===== config.mk =====
export PLATFORM = sky130hd
export DESIGN_NAME = ffh_ctrl
export DESIGN_NICKNAME = d
export VERILOG_FILES = /design/src/rtl/ffh_pkg.sv /design/src/rtl/ffh_ctrl.sv
export SDC_FILE = /design/constraint.sdc
export NUM_CORES = 1
export LEC_CHECK = 0
export ABC_AREA = 1
export BUFFER_PORTS_ARGS = -buffer_cell sky130_fd_sc_hd__buf_4
export CAP_MARGIN = 15
export CORE_UTILIZATION = 46
export DETAILED_ROUTE_END_ITERATION = 16
export PLACE_DENSITY_LB_ADDON = 0.08
export SYNTH_ARGS = -nofsm -noshare
export SYNTH_HDL_FRONTEND = slang
export SYNTH_SLANG_ARGS = --single-unit

===== constraint.sdc =====
create_clock -name clk -period 3 [get_ports clk]
set_input_delay 0 -clock clk [delete_from_list [all_inputs] [get_ports clk]]
set_output_delay 0 -clock clk [all_outputs]
set_load 0.03 [all_outputs]

===== src/rtl/ffh_pkg.sv =====
package ffh_pkg;

  // Grid geometry
  localparam int GRID_MAX = 64;
  localparam int COORD_W  = $clog2(GRID_MAX);
  localparam int SIDE_W   = COORD_W + 1;
  localparam int CELLS    = GRID_MAX * GRID_MAX;
  localparam int ADDR_W   = 2 * COORD_W;

  // Arithmetic widths
  localparam int H_W     = 40;
  localparam int FD_W    = 16;
  localparam int RAISE_W = 10;
  localparam int STR_W   = 16;
  localparam int NUM_W   = H_W + 8;
  localparam int Q_W     = RAISE_W;

  // Configuration port
  localparam int CFG_W     = 16;
  localparam int CFG_IDX_W = 3;
  localparam logic [CFG_IDX_W-1:0] REG_GRID_SIDE   = 3'd0;
  localparam logic [CFG_IDX_W-1:0] REG_FAULT_COUNT = 3'd1;
  localparam logic [CFG_IDX_W-1:0] REG_MIN_RAISE   = 3'd2;
  localparam logic [CFG_IDX_W-1:0] REG_MAX_RAISE   = 3'd3;
  localparam logic [CFG_IDX_W-1:0] REG_EROSION     = 3'd4;

  localparam logic [SIDE_W-1:0]  RST_GRID_SIDE   = SIDE_W'(GRID_MAX);
  localparam logic [FD_W-1:0]    RST_FAULT_COUNT = 16'd64;
  localparam logic [RAISE_W-1:0] RST_MIN_RAISE   = 10'd0;
  localparam logic [RAISE_W-1:0] RST_MAX_RAISE   = 10'd32;
  localparam logic [STR_W-1:0]   RST_EROSION     = 16'd0;

  // Item modes and result status codes
  localparam logic [1:0] MODE_CLEAR  = 2'd0;
  localparam logic [1:0] MODE_FAULT  = 2'd1;
  localparam logic [1:0] MODE_READ   = 2'd2;
  localparam logic [1:0] MODE_UNUSED = 2'd3;

  localparam logic [1:0] STATUS_DONE      = 2'd0;
  localparam logic [1:0] STATUS_EQUAL     = 2'd1;
  localparam logic [1:0] STATUS_EXHAUSTED = 2'd2;

  typedef struct packed {
    logic [1:0]         mode;
    logic [COORD_W-1:0] x_a;
    logic [COORD_W-1:0] z_a;
    logic [COORD_W-1:0] x_b;
    logic [COORD_W-1:0] z_b;
  } in_t;

  typedef struct packed {
    logic [7:0] height;
    logic [1:0] status;
  } out_t;

  // Datapath operations
  typedef enum logic [3:0] {
    OP_NOP       = 4'd0,
    OP_CLEAR     = 4'd1,
    OP_RAISE_DIV = 4'd2,
    OP_RAISE_SET = 4'd3,
    OP_RAISE     = 4'd4,
    OP_LOADV     = 4'd5,
    OP_DIFF      = 4'd6,
    OP_MUL       = 4'd7,
    OP_ERODE     = 4'd8,
    OP_MM_FIRST  = 4'd9,
    OP_MM        = 4'd10,
    OP_READ_DIV  = 4'd11
  } op_t;

  typedef struct packed {
    op_t                op;
    logic               rd;
    logic               fault_end;
    logic [ADDR_W-1:0]  addr;
    logic [COORD_W-1:0] cx;
    logic [COORD_W-1:0] cz;
  } cmd_t;

  typedef struct packed {
    logic [SIDE_W-1:0] side;
    logic              exhausted;
    logic              div_done;
    logic              quick;
    logic [7:0]        quick_val;
    logic [7:0]        quot;
  } stat_t;

endpackage


===== src/rtl/ffh_ctrl.sv =====
module ffh_ctrl import ffh_pkg::*; (
  input  logic  clk,
  input  logic  rst,
  input  logic  in_valid,
  output logic  in_stall,
  input  in_t   in_data,
  output logic  out_valid,
  input  logic  out_stall,
  output out_t  out_data,
  output cmd_t  cmd,
  input  stat_t stat
);

  typedef enum logic [5:0] {
    ST_CLEAR   = 6'b000001,
    ST_IDLE    = 6'b000010,
    ST_DIV     = 6'b000100,
    ST_SCAN    = 6'b001000,
    ST_RD_EVAL = 6'b010000,
    ST_RD_DIV  = 6'b100000
  } state_t;

  typedef enum logic [2:0] {
    P_RAISE = 3'd0,
    P_LR    = 3'd1,
    P_RL    = 3'd2,
    P_TB    = 3'd3,
    P_BT    = 3'd4,
    P_MM    = 3'd5
  } pass_t;

  state_t state, state_next;
  pass_t  pass, pass_next;
  logic [ADDR_W-1:0]  clr_cnt, clr_cnt_next;
  logic               clr_reply, clr_reply_next;
  logic [COORD_W-1:0] line, line_next;
  logic [COORD_W-1:0] pos, pos_next;
  logic [1:0]         ph, ph_next;
  logic               out_valid_next;
  out_t               out_data_next;

  logic               accept;
  logic [COORD_W-1:0] last_idx;
  logic [COORD_W-1:0] rev;
  logic [COORD_W-1:0] x, z;
  logic               short_cell;
  logic               cell_done;

  assign in_stall = (state != ST_IDLE) || out_valid;
  assign accept   = in_valid && !in_stall;

  // Scan geometry: map line and position to a cell for each pass
  assign last_idx = COORD_W'(stat.side - SIDE_W'(1));
  assign rev      = last_idx - pos;
  always_comb begin
    unique case (pass)
      P_RL: begin
        x = rev;
        z = line;
      end
      P_TB: begin
        x = line;
        z = pos;
      end
      P_BT: begin
        x = line;
        z = rev;
      end
      default: begin
        x = pos;
        z = line;
      end
    endcase
  end

  assign short_cell = (pass == P_RAISE) || (pass == P_MM) || (pos == '0);
  assign cell_done  = short_cell ? (ph == 2'd1) : (ph == 2'd3);

  always_comb begin
    state_next     = state;
    pass_next      = pass;
    clr_cnt_next   = clr_cnt;
    clr_reply_next = clr_reply;
    line_next      = line;
    pos_next       = pos;
    ph_next        = ph;
    out_valid_next = out_valid && out_stall;
    out_data_next  = out_data;
    cmd            = '0;
    cmd.op         = OP_NOP;
    cmd.addr       = {z, x};
    cmd.cx         = x;
    cmd.cz         = z;

    unique case (state)
      // Sweep zeros through the whole memory
      ST_CLEAR: begin
        cmd.op       = OP_CLEAR;
        cmd.addr     = clr_cnt;
        clr_cnt_next = clr_cnt + ADDR_W'(1);
        if (&clr_cnt) begin
          state_next = ST_IDLE;
          if (clr_reply) begin
            out_valid_next       = 1'b1;
            out_data_next.height = 8'd0;
            out_data_next.status = STATUS_DONE;
          end
        end
      end

      // Decode an accepted transaction
      ST_IDLE: begin
        if (accept) begin
          out_data_next.height = 8'd0;
          out_data_next.status = STATUS_DONE;
          unique case (in_data.mode)
            MODE_CLEAR: begin
              state_next     = ST_CLEAR;
              clr_cnt_next   = '0;
              clr_reply_next = 1'b1;
            end
            MODE_FAULT: begin
              priority if (stat.exhausted) begin
                out_valid_next       = 1'b1;
                out_data_next.status = STATUS_EXHAUSTED;
              end else if (in_data.x_a == in_data.x_b && in_data.z_a == in_data.z_b) begin
                out_valid_next       = 1'b1;
                out_data_next.status = STATUS_EQUAL;
              end else begin
                cmd.op     = OP_RAISE_DIV;
                state_next = ST_DIV;
              end
            end
            MODE_READ: begin
              if ({1'b0, in_data.x_a} < stat.side && {1'b0, in_data.z_a} < stat.side) begin
                cmd.rd     = 1'b1;
                cmd.addr   = {in_data.z_a, in_data.x_a};
                state_next = ST_RD_EVAL;
              end else begin
                out_valid_next = 1'b1;
              end
            end
            default: begin
              out_valid_next = 1'b1;
            end
          endcase
        end
      end

      // Wait for the raise interpolation
      ST_DIV: begin
        if (stat.div_done) begin
          cmd.op     = OP_RAISE_SET;
          state_next = ST_SCAN;
          pass_next  = P_RAISE;
          line_next  = '0;
          pos_next   = '0;
          ph_next    = 2'd0;
        end
      end

      // Walk the grid: raise, four erosion sweeps, extremes
      ST_SCAN: begin
        if (ph == 2'd0) begin
          cmd.rd = 1'b1;
        end else begin
          unique case (pass)
            P_RAISE: cmd.op = OP_RAISE;
            P_MM:    cmd.op = (line == '0 && pos == '0) ? OP_MM_FIRST : OP_MM;
            default: begin
              if (pos == '0) begin
                cmd.op = OP_LOADV;
              end else begin
                unique case (ph)
                  2'd1:    cmd.op = OP_DIFF;
                  2'd2:    cmd.op = OP_MUL;
                  default: cmd.op = OP_ERODE;
                endcase
              end
            end
          endcase
        end
        ph_next = cell_done ? 2'd0 : (ph + 2'd1);
        if (cell_done) begin
          if (pos == last_idx) begin
            pos_next = '0;
            if (line == last_idx) begin
              line_next = '0;
              if (pass == P_MM) begin
                cmd.fault_end        = 1'b1;
                state_next           = ST_IDLE;
                out_valid_next       = 1'b1;
                out_data_next.height = 8'd0;
                out_data_next.status = STATUS_DONE;
              end else begin
                pass_next = pass_t'(pass + 3'd1);
              end
            end else begin
              line_next = line + COORD_W'(1);
            end
          end else begin
            pos_next = pos + COORD_W'(1);
          end
        end
      end

      // Read data is back: finish directly or scale
      ST_RD_EVAL: begin
        if (stat.quick) begin
          state_next           = ST_IDLE;
          out_valid_next       = 1'b1;
          out_data_next.height = stat.quick_val;
          out_data_next.status = STATUS_DONE;
        end else begin
          cmd.op     = OP_READ_DIV;
          state_next = ST_RD_DIV;
        end
      end

      ST_RD_DIV: begin
        if (stat.div_done) begin
          state_next           = ST_IDLE;
          out_valid_next       = 1'b1;
          out_data_next.height = stat.quot;
          out_data_next.status = STATUS_DONE;
        end
      end

      default: state_next = ST_IDLE;
    endcase
  end

  always_ff @(posedge clk) begin
    if (rst) begin
      state     <= ST_CLEAR;
      pass      <= P_RAISE;
      clr_cnt   <= '0;
      clr_reply <= 1'b0;
      line      <= '0;
      pos       <= '0;
      ph        <= 2'd0;
      out_valid <= 1'b0;
    end else begin
      state     <= state_next;
      pass      <= pass_next;
      clr_cnt   <= clr_cnt_next;
      clr_reply <= clr_reply_next;
      line      <= line_next;
      pos       <= pos_next;
      ph        <= ph_next;
      out_valid <= out_valid_next;
    end
  end

  // Hold the result payload
  always_ff @(posedge clk) begin
    out_data <= out_data_next;
  end

endmodule


==> impl_results.md, run 1 <==
* Status: finished clean
* CP Capture Point: cmd[12]
* Worst path required time at around 3000 ps
* Synth area leaders: dfxtp_1 17%, nand2_1 14%, ha_1 9.9%, inv_1 8.4%, edfxtp_1 6.8%
* First-pass GRT wire length at about 22000 µm
* Pre-CTS WS at 604 ps
* Critical path startpoint category: flop
* CTS resizes at 0
* Max-cap violations at 0
* Die width at 99.9 µm
* # diodes at 0
* Syn Inst Count at 677
* Vias per cell at ~5.3
* Post-synth EDFFs at 10
* Yosys warns at 0
* Final count of pins violating max slew at 0
* # port buffers at 97
* Skew-Pair Late Insertion Delay at 310 ps
* Count leader, synth: nand2_1
* TNS Setup at 0 ps
* Worst flop-to-flop path startpoint: pass[0]
* Final instance area at 5550 µm²
* Layout Nets at 885
* Post-Synthesis Cell Area at between 4000 and 5000 µm²
* Core area at between 9000 and 10000 µm²
* Worst Setup SP: pass[0]
* Final Hold Vio Count at 0
* Drt drc at 0
* WP data arrival at 2750 ps
* Unrepaired setup endpoints after global routing: no
* Actual slew at the worst max-slew pin at 654 ps
* Initial DRT Pass Iterations at 5
* Final period util at 91.6%
* Placed Cells incl. Taps at 900
* Clock Path Buffers at 2
* Final cell count without fillers at 923
* Peak VDD IR at approximately 0.32 mV
* Yosys reg bits at 47
* Num ports at 98
* Clk_skew at between 8 and 9 ps
* Antenna violations before repair at 0
* FF-to-FF path depth at 12
* F_max at 364 MHz
* CTS clock-pin slew for the worst setup and hold paths at roughly 110 ps
* Worst R2R End: out_data[3]
* WL final at 13700 µm
* Overflow after GRT at 0
* Crit Path Category: flop to output port
* Fin worst setup slack at 253 ps
* Slew HR at 56.3%
* Power density cells at 572 nW/µm²
* Unique cell type count in the Yosys netlist at 49
* Dominant synthesized flop cell: dfxtp_1
* P&R area growth vs syn at 26.0%
* Routability cong. at 1.01
* Reg-to-reg setup timing slack at 670 ps
* Syn avg cell area at approximately 6.5 µm²
* Power Total at roughly 3.2 mW
* Async S/R FF share, synth at 0%
* Worst Hold Class: primary input to flop
* LEAKAGE at around 2.7 nW
* FILL cells at between 800 and 900
* Starting DRT DRC Count at about 260
* Yosys top cell area share at 16.8%
* CTS buffer count at 5
* Post-route ant nets at 0
* Layout cells sized above 1 at 20.8%
* Vias at about 5k
* Htree depth at 2
* Placed cell area at approximately 5300 µm²
* Total die area at roughly 10000 µm²
* CTS tree: done
* CP Capture Type: output port
* Number of global-route vias before repair at 4502
* Clock sinks at 47
* CP Max Fanout at 7
* Post-Syn Nets at 769
* Die Y at 99.9 µm
* Wire length per cell at 14.8 µm
* Cell Rows at 35
* Fin crit period at roughly 2700 ps
* Post-synthesis sequential area ratio at 23.6%
* HPWL after DPL at 11200 µm
* Initial Utilization at approximately 48%
* Total track usage at 27.7%
* # setup viols final at 0
* Yosys top cell by area: dfxtp_1
* Largest net degree at the start of global routing at 22
* Top post-synthesis cells by count: 165 x nand2_1, 99 x inv_1, 69 x nor2_1, 43 x a21oi_1, 42 x nand3_1
* Clk root buf: clkbuf_8
## cell usage in the layout, fill, tap and decap left out, types with 3 or more instances in the layout
cell type      count
a211oi_1           4
a21oi_1           43
a22o_1             8
a22oi_1            7
buf_4            101
clkbuf_8           5
dfxtp_1           37
dlygate4sd3_1     15
edfxtp_1          10
ha_1              35
inv_1             99
inv_2              9
nand2_1          165
nand2_2           17
nand3_1           42
nand3_2            4
nand4_1            7
nand4_2            3
nor2_1            69
nor2_2             3
nor2_4             6
nor3_1            12
nor3_2             4
o211ai_1           5
o21ai_0           31
o21ai_1            3
o221ai_1           4
o22ai_1            5
xnor2_1            5
xor2_1             8
## cells by family (layout without fill, tap and decap cells)
| kind of cell | after synthesis | after routing | synth area share (%) |
|---|---|---|---|
| simple gates | 345 | 345 | 36.9 |
| buf+inv | 118 | 235 | 10.4 |
| compound gates | 118 | 118 | 16.1 |
| xor+xnor | 13 | 13 | 2.58 |
| fa+ha+maj | 36 | 36 | 10.4 |
| flops | 47 | 47 | 23.6 |
## metrics by stage
stage	hold WS [ps]	utilization [%]
after global placement	304	57.2
after detailed placement	299	57.2
after CTS	0.742	59.9
after floorplan	69.1	-
after global routing	3.87	60.1
final	8.20	60.1
## layer usage
metal / wire [µm] / GRT usage [%] / vias up
li1: - / - / 2455
met1: 5960 / 35.2 / 2229
met2: 6470 / 47.3 / 175
met3: 912 / 4.39 / 29
met4: 355 / 10.1 / 0
met5: 0 / 0 / -
## cell type report
class                           count  area (µm²)  area share, %
Timing Repair Buffer              116         908           16.4
Tap cell                          129         161           2.91
Clock inverter                      3        46.3          0.834
Inverter                          111         419           7.55
Clock buffer                        5        68.8           1.24
Multi-Input combinational cell    512        2910           52.4
Sequential cell                    47        1040           18.7
## report_power, final
part | total, mW | switching, mW | internal [mW] | leakage (nW)
Clock | 0.503 | 0.251 | 0.252 | 0.0548
Sequential | 0.873 | 0.0810 | 0.792 | 0.397
Combinational | 1.80 | 1.20 | 0.595 | 2.28
Total | 3.18 | 1.54 | 1.64 | 2.74
## flip-flops by register name, indices dropped and copies added (netlist names)
signal     cells
out_data      10
ph             2
pos            6
clr_cnt       12
out_valid      1
line           6
pass           3
state          6
clr_reply      1
## worst min-delay path by stage
stage	start	endpoint	slack (ps)	cells after the start
2_1_floorplan	rst	clr_reply	70	1
3_3_place_gp	stat[15]	out_data[9]	300	2
3_5_place_dp	stat[15]	out_data[9]	300	2
4_1_cts	stat[4]	out_data[6]	0.7	2
5_1_grt	stat[5]	out_data[7]	4	2
6_report	stat[5]	out_data[7]	8	2
## critical path, stage by stage, from the launching register on
cell and delay [ps]:
dfxtp_1 370, ha_1 210, ha_1 170, inv_1 190, nand2_1 190, nor2_1 420, a21oi_1 230, a21oi_1 170
o21ai_0 90, o221ai_1 160, buf_4 230
## repair_timing
| action | CTS | global route |
|---|---|---|
| hold buffers | 13 | 2 |
| endpoints found under the hold margin | 18 | 2 |
| setup buffers | 0 | 0 |
(Power assumes the default switching activity.)
==> inputs of run 2 (changes only) <==
- CTS_BUF_LIST: not set -> sky130_fd_sc_hd__clkbuf_4
- SLEW_MARGIN: not set -> 20
==> impl_results.md, run 2 (synthesis gave the netlist of run 1 again) <==
* Largest regs: clr_cnt: 12 flops, out_data: 10 flops
* Worst flop-to-flop path startpoint: pos[2]
* Placed cell area at 5290 µm² (unchanged)
* Final period util at 93.2% (+1.6 points)
* CTS clock-pin slew for the worst setup and hold paths at 170 ps (+60 ps)
* Htree depth at 2 (unchanged)
* CP Max Fanout at 7 (unchanged)
* Post-route ant nets at 0 (unchanged)
* Cell Rows at 35 (unchanged)
* DR WL met2 at 6710 µm (+3.7%)
* Number of global-route vias before repair at 4565 (+1.4%)
* F_max at 358 MHz (-1.7%)
* Unrepaired setup endpoints after global routing: no
* Cts hold-fix bufs at 19 (+6)
* Total track usage at 28.1% (+0.39 points)
* Antenna violations before repair at 0 (unchanged)
* FF-to-FF path depth at 9 (-3)
* Overflow after GRT at 0 (unchanged)
* WL final at 13900 µm (+1.5%)
* Routability cong. at 1.01 (unchanged)
* Vias per cell at 5.30 (about the same)
* Hold endpoint: state[5]
* Starting DRT DRC Count at 275 (+4.2%)
* Final instance area at 5560 µm² (+0.16%)
* Clk_skew at 12.9 ps (+3.97 ps)
* Clock Path Buffers at 2 (unchanged)
* CTS resizes at 0 (unchanged)
* Fin crit period at 2790 ps (+47.7 ps)
* Met1 WL at 5920 µm (-0.69%)
* Max FFs per register at 12 (unchanged)
* Reg-to-reg setup timing slack at 640 ps (-30 ps)
* LEAKAGE at 2.75 nW (+0.55%)
* Max-cap violations at 0 (unchanged)
* Final count of pins violating max slew at 0 (unchanged)
* Num ports at 98 (unchanged)
* Total die area at 9980 µm² (unchanged)
* Worst Hold Class: primary input to flop
* Max incr delay on CP at 390 ps (-30 ps)
* # diodes at 0 (unchanged)
* Actual slew at the worst max-slew pin at 667 ps (+12.4 ps)
* CTS tree: done
* Vias at 4912 (+0.49%)
* Slew HR at 55.4% (-0.83 points)
* Leading cell type in the layout, fill and taps excluded: nand2_1
* Final Hold Slack at 49.3 ps (+41.1 ps)
* Power density cells at 557 nW/µm² (-2.6%)
* Largest net degree at the start of global routing at 22 (unchanged)
* FILL cells at 893 (-0.22%)
* Hold depth at 4 (+2)
* Wire length per cell at 15.0 µm (+1.0%)
* Final Hold Vio Count at 0 (unchanged)
* Critical path startpoint category: flop
* Pre-CTS WS at 604 ps (unchanged)
* # port buffers at 97 (unchanged)
* Fin worst setup slack at 205 ps (-47.7 ps)
* CP Capture Type: output port
* Status: finished clean
* DR top layer: met4
* Layout cells sized above 1 at 20.7% (-0.10 points)
* Skew-Pair Late Insertion Delay at 380 ps (+70 ps)
* Die Y at 99.9 µm (unchanged)
* Peak VDD IR at 0.275 mV (-15%)
* Met3 Wirelength at 913 µm (+0.11%)
* CTS buffer count at 5 (unchanged)
* Most frequent cells in the layout: 165 x nand2_1, 101 x buf_4, 99 x inv_1, 69 x nor2_1, 43 x a21oi_1
* Core area at 9240 µm² (unchanged)
* # setup viols final at 0 (unchanged)
* Clk root buf: clkbuf_4
* Crit Path Category: flop to output port
* HP Start: stat[16]
* Worst path required time at 3000 ps (about the same)
* TNS Setup at 0 ps (unchanged)
* Layout Nets at 889 (+0.45%)
* WP data arrival at 2790 ps (+40 ps)
* Drt drc at 0 (unchanged)
* Postcts setup bufs at 0 (unchanged)
* Worst R2R End: out_data[3]
* Die width at 99.9 µm (unchanged)
* Initial Utilization at 47.7% (unchanged)
* Top reg by flops: clr_cnt
* Initial DRT Pass Iterations at 5 (unchanged)
* Clock sinks at 47 (unchanged)
* Critical-path cell list: ha_1 -> ha_1 -> inv_1 -> nand2_1 -> nor2_1 -> a21oi_1 -> a21oi_1 -> o21ai_0 -> o221ai_1 -> buf_4
* Critical Path Slowest Stage Cell: dfxtp_1
* HPWL after DPL at 11200 µm (unchanged)
* P&R area growth vs syn at 26.2%
* First-pass GRT wire length at 22000 µm (+1.4%)
[run 2: cell count changes in the layout (fill, tap and decap cells not counted), sizes merged]
cell | before | now
dlygate4sd3 | 15 | 19
[run 2: worst max-delay path by stage]
| stage | endpoint | startpoint |
|---|---|---|
| 2_1_floorplan | cmd[16] | pos[0] |
| 3_3_place_gp | cmd[22] | stat[21] |
| 3_5_place_dp | out_data[3] | stat[20] |
| 4_1_cts | cmd[12] | pass[0] |
| 5_1_grt | cmd[14] | pass[0] |
| 6_report | cmd[12] | pass[0] |
[run 2: routing by layer]
layer	global-route usage (%)	vias to the layer above
met1	35.1	2238
met3	4.67	31
met5	0	-
met4	10.2	0
li1	-	2456
met2	48.5	187
[run 2: through the flow]
step / total power [mW] / instances / utilization, %
CTS: 3.09 / 927 / 60.2
finish: 3.10 / 927 / 60.2
floorplan: 2.07 / 677 / -
global route: 3.30 / 927 / 60.2
detailed placement: 2.65 / 900 / 57.2
global placement: 2.62 / 900 / 57.2
[run 2: worst max-delay path: cells and delay by family (launching register included)]
family | cells | cell delay [ps]
AND/OR/NAND/NOR | 2 | 580
AO/OA/AOI/OAI | 4 | 640
flip-flops | 1 | 390
buffers and inverters | 2 | 420
adder cells (fa/ha/maj) | 2 | 380
[run 2: layout make-up]
cell class | instances | area (µm²) | area share, %
repair buffers | 120 | 948 | 17.1
flip-flops and latches | 47 | 1040 | 18.7
clock buffers | 5 | 37.5 | 0.675
inverters | 111 | 419 | 7.54
multi-input cells | 512 | 2910 | 52.3
well taps | 129 | 161 | 2.90
clock inverters | 3 | 46.3 | 0.832
[run 2: power by group]
group / switching [mW] / internal (mW) / total (mW)
registers: 0.0817 / 0.792 / 0.874
clock network: 0.242 / 0.179 / 0.420
logic: 1.21 / 0.595 / 1.81
total: 1.53 / 1.57 / 3.10
